### src/rtl/core/iol_pkg.sv
// Shared types and constants for the indexed ordered list unit.
package iol_pkg;

  localparam int DEF_CAPACITY   = 64;
  localparam int DEF_DATA_WIDTH = 32;

  localparam int PORT_OP_W    = 3;
  localparam int PORT_POS_W   = 7;
  localparam int PORT_DATA_W  = 32;
  localparam int PORT_COUNT_W = 7;

  // Wide enough for any position or count up to the largest supported capacity.
  localparam int POS_W = 11;

  // Number of cell hit words folded together in the first read reduction stage.
  localparam int GROUP_SIZE = 32;

  typedef enum logic [PORT_OP_W-1:0] {
    OP_APPEND = 3'd0,
    OP_INSERT = 3'd1,
    OP_REMOVE = 3'd2,
    OP_READ   = 3'd3,
    OP_CLEAR  = 3'd4
  } iol_op_t;

  // Command broadcast to every cell of the row.
  typedef struct packed {
    logic             ins;
    logic             rem;
    logic             rd;
    logic [POS_W-1:0] pos;
  } iol_ctl_t;

endpackage

### src/rtl/core/iol_cell.sv
// One storage cell of the list row: holds a word and shifts with its neighbors.
module iol_cell #(
  parameter int DATA_WIDTH = iol_pkg::DEF_DATA_WIDTH,
  parameter int INDEX      = 0
) (
  input  logic                  clk,
  input  logic                  adv,
  input  iol_pkg::iol_ctl_t     ctl,
  input  logic [DATA_WIDTH-1:0] load_word,
  input  logic [DATA_WIDTH-1:0] left_word,
  input  logic [DATA_WIDTH-1:0] right_word,
  output logic [DATA_WIDTH-1:0] word,
  output logic [DATA_WIDTH-1:0] hit
);
  import iol_pkg::*;

  localparam logic [POS_W-1:0] Idx = POS_W'(INDEX);

  // On insert the cells past the position take the word from the head side;
  // on remove the cells at and past the position take it from the tail side.
  always_ff @(posedge clk) begin
    if (ctl.ins) begin
      if (Idx == ctl.pos) begin
        word <= load_word;
      end else if (Idx > ctl.pos) begin
        word <= left_word;
      end
    end else if (ctl.rem) begin
      if (Idx >= ctl.pos) begin
        word <= right_word;
      end
    end
    if (adv) begin
      hit <= (ctl.rd && (Idx == ctl.pos)) ? word : '0;
    end
  end

endmodule

### config.mk
export PLATFORM = sky130hd
export DESIGN_NAME = iol_cell
export DESIGN_NICKNAME = d
export VERILOG_FILES = /design/src/rtl/core/iol_pkg.sv /design/src/rtl/core/iol_cell.sv
export SDC_FILE = /design/constraint.sdc
export NUM_CORES = 1
export LEC_CHECK = 0
export BUFFER_PORTS_ARGS = -buffer_cell sky130_fd_sc_hd__buf_2
export CAP_MARGIN = 20
export CORE_UTILIZATION = 48
export CTS_CLUSTER_SIZE = 12
export DETAILED_ROUTE_END_ITERATION = 12
export PLACE_DENSITY = 0.86
export SLEW_MARGIN = 40
export SYNTH_ARGS = -nofsm -noshare
export SYNTH_HDL_FRONTEND = slang
export SYNTH_SLANG_ARGS = --single-unit
export TNS_END_PERCENT = 100
### constraint.sdc
create_clock -name clk -period 2.96 [get_ports clk]
set_input_delay 0 -clock clk [delete_from_list [all_inputs] [get_ports clk]]
set_output_delay 0 -clock clk [all_outputs]
set_load 0.005 [all_outputs]
==> results.json <==
{
  "vdd.ir_drop.worst_mv": 0.2577,
  "r2r_slack_ns": 2.13,
  "cp_max_fo": 21,
  "reg2reg_depth": 1,
  "layout_min_cycle_time_ns": 1.521,
  "max_freq_mhz": 657.4,
  "worst-setup-path-type": "input pin to flop",
  "start_util_pct": 51.13,
  "die_area_mm2": 0.006819,
  "timing.critical_path.from": "ctl[2]",
  "numClockSinks": 64,
  "worst_pin_slew_ns": 0.7649,
  "use_met1_pct": 26.27,
  "final_util_pct": 74.28,
  "synthCells": 177,
  "cp-start-kind": "input pin",
  "hold_end": "word[24]",
  "synthDistinctLibCells": 13,
  "drc": 0,
  "num_vias": 2301,
  "nets": 500,
  "period_share_pct": 51.39,
  "antenna_cells": 0,
  "post-cts-setup-buffers": 0,
  "wl_per_cell_um": 17.01,
  "grt_pass1_vias": 2408,
  "finClkSkew_ns": 0.007477,
  "grt_usage_pct": 24.24,
  "drive_above_1_share_pct": 66.33,
  "ys_ff_latch": 64,
  "fill_cells": 412,
  "clk_latency_ns": 0.33,
  "grt.met3_usage_pct": 6.813,
  "io_pins": 176,
  "multi_input_comb_area_mm2": 0.001127,
  "final_hold_viol_count": 0,
  "grt_max_degree": 34,
  "seq_area_frac_synth_pct": 61.66,
  "synthesis.area_per_instance_um2": 17.61,
  "min-delay-start": "right_word[24]",
  "endpoint_kind": "flop",
  "dieHeight_um": 82.58,
  "final_cell_mix": "buf_2 (175), edfxtp_1 (64), mux2_2 (34), and2_1 (32), dlygate4sd3_1 (32)",
  "vias_per_cell": 4.927,
  "p_leak_uw": 0.002113,
  "ant_nets": 0,
  "drv_cap": 0,
  "die_w_um": 82.58,
  "cts_tree": "yes",
  "cts_buffers": 9,
  "hp-class": "input pin to flop",
  "slew_headroom_pct": 49.01,
  "grt_util_met2_pct": 43.14,
  "register_area_mm2": 0.001922,
  "grt-busiest-layer": "met2",
  "drt-initial-drc-count": 77,
  "maxSlewViolCount": 0,
  "finalSetupTns_ns": 0,
  "cp.required_ns": 3.03,
  "syn_to_final_growth_pct": 45.28,
  "timing.rr.start": "word[19]",
  "path_clk_slew_ns": 0.07,
  "setup_viol": 0,
  "arrival_ns": 1.60,
  "htreeDepth": 3,
  "rsz0062_at_grt": "false",
  "timing.rr.end": "hit[19]",
  "place.gp.congestion": 0.7662,
  "layout_commonest_cell": "buf_2",
  "status": "complete, no violations",
  "antenna_found_initial": 0,
  "synth_nets": 289,
  "synth_area_mm2": 0.003117,
  "hold_depth": 3,
  "dr.pass1.iters": 4,
  "hpwl_mm": 5.374,
  "std_cell_rows": 28,
  "finalWirelength_mm": 7.942,
  "clockBufferDepth": 2,
  "p_per_area_mw_per_mm2": 413.4,
  "ys_warn_count": 0,
  "grt_overflow": 0,
  "grt_pass1_wl_mm": 11.57,
  "port_buffers": 175,
  "root_buffer": "clkbuf_8",
  "core-area_mm2": 0.006096
}
## per-stage QoR
stage               setup slack [ns]  hold slack (ns)  total power (uW)  instances  cell area [um^2]
floorplan                      1.324           0.1125              1129        177              3117
global placement               1.163           0.3012              1228        420              4053
detailed placement             1.103           0.3042              1237        420              4053
CTS                            1.450          0.08844              1868        467              4527
global route                   1.351          0.08925              1935        467              4528
finish                         1.439          0.09479              1872        467              4528
## synth_stat cells (all sizes together)
cell type / n / area [um^2]
edfxtp: 64 / 1922
mux2: 64 / 833.3
and2: 32 / 200.2
buf: 7 / 53.80
clkbuf: 3 / 15.01
nor4: 2 / 42.54
and4: 1 / 8.760
nand3: 1 / 10.01
nor3: 1 / 5.000
nor4b: 1 / 15.01
o2111a: 1 / 11.26
## logic make-up after synthesis
logic type             count (synthesis)  synth area share (%)
and+or+nand+nor                       38                 9.032
buffers and inverters                 10                 2.208
muxes                                 64                 26.74
AOI/OAI and AO/OA                      1                0.3613
DFF                                   64                 61.66
## worst max-delay path: stages
cell     delay (ns)
buf_2          0.12
nor4_4         0.33
nand3_2        0.39
buf_4          0.40
mux2_4         0.34
## cell type report
cell class                      instances  share of cell area [%]
Clock buffer                           11                   2.901
Sequential cell                        64                   42.44
Tap cell                               75                   2.072
Multi-Input combinational cell        103                   24.90
Clock inverter                          4                  0.4974
Timing Repair Buffer                  210                   27.19
## routing by layer
| layer | part of all wire [%] | vias to the layer above |
|---|---|---|
| met5 | 0 | - |
| met4 | 2.5 | 0 |
| met3 | 6.6 | 17 |
| met2 | 54 | 105 |
| met1 | 37 | 1091 |
| li1 | - | 1088 |
## where the power goes
group	total, uW	switching, uW	internal, uW
logic	242	81.4	161
registers	1010	2.96	1010
clock network	616	321	295
## worst max-delay path by stage
| stage | end | slack, ns | cells past startpoint |
|---|---|---|---|
| detailed placement | word[14] | 1.10 | 5 |
| global route | word[4] | 1.35 | 5 |
| floorplan | word[0] | 1.32 | 3 |
| global placement | word[8] | 1.16 | 5 |
| finish | word[6] | 1.44 | 5 |
| CTS | word[17] | 1.45 | 5 |
## registers in the layout, indices dropped and copies added, names as in the netlist
name / count
hit: 32
word: 32
## what timing repair did
action,CTS,global route
hold buffers,32,0
endpoints found under the hold margin,32,0
gates resized for setup,0,0
(Power assumes the default switching activity.)
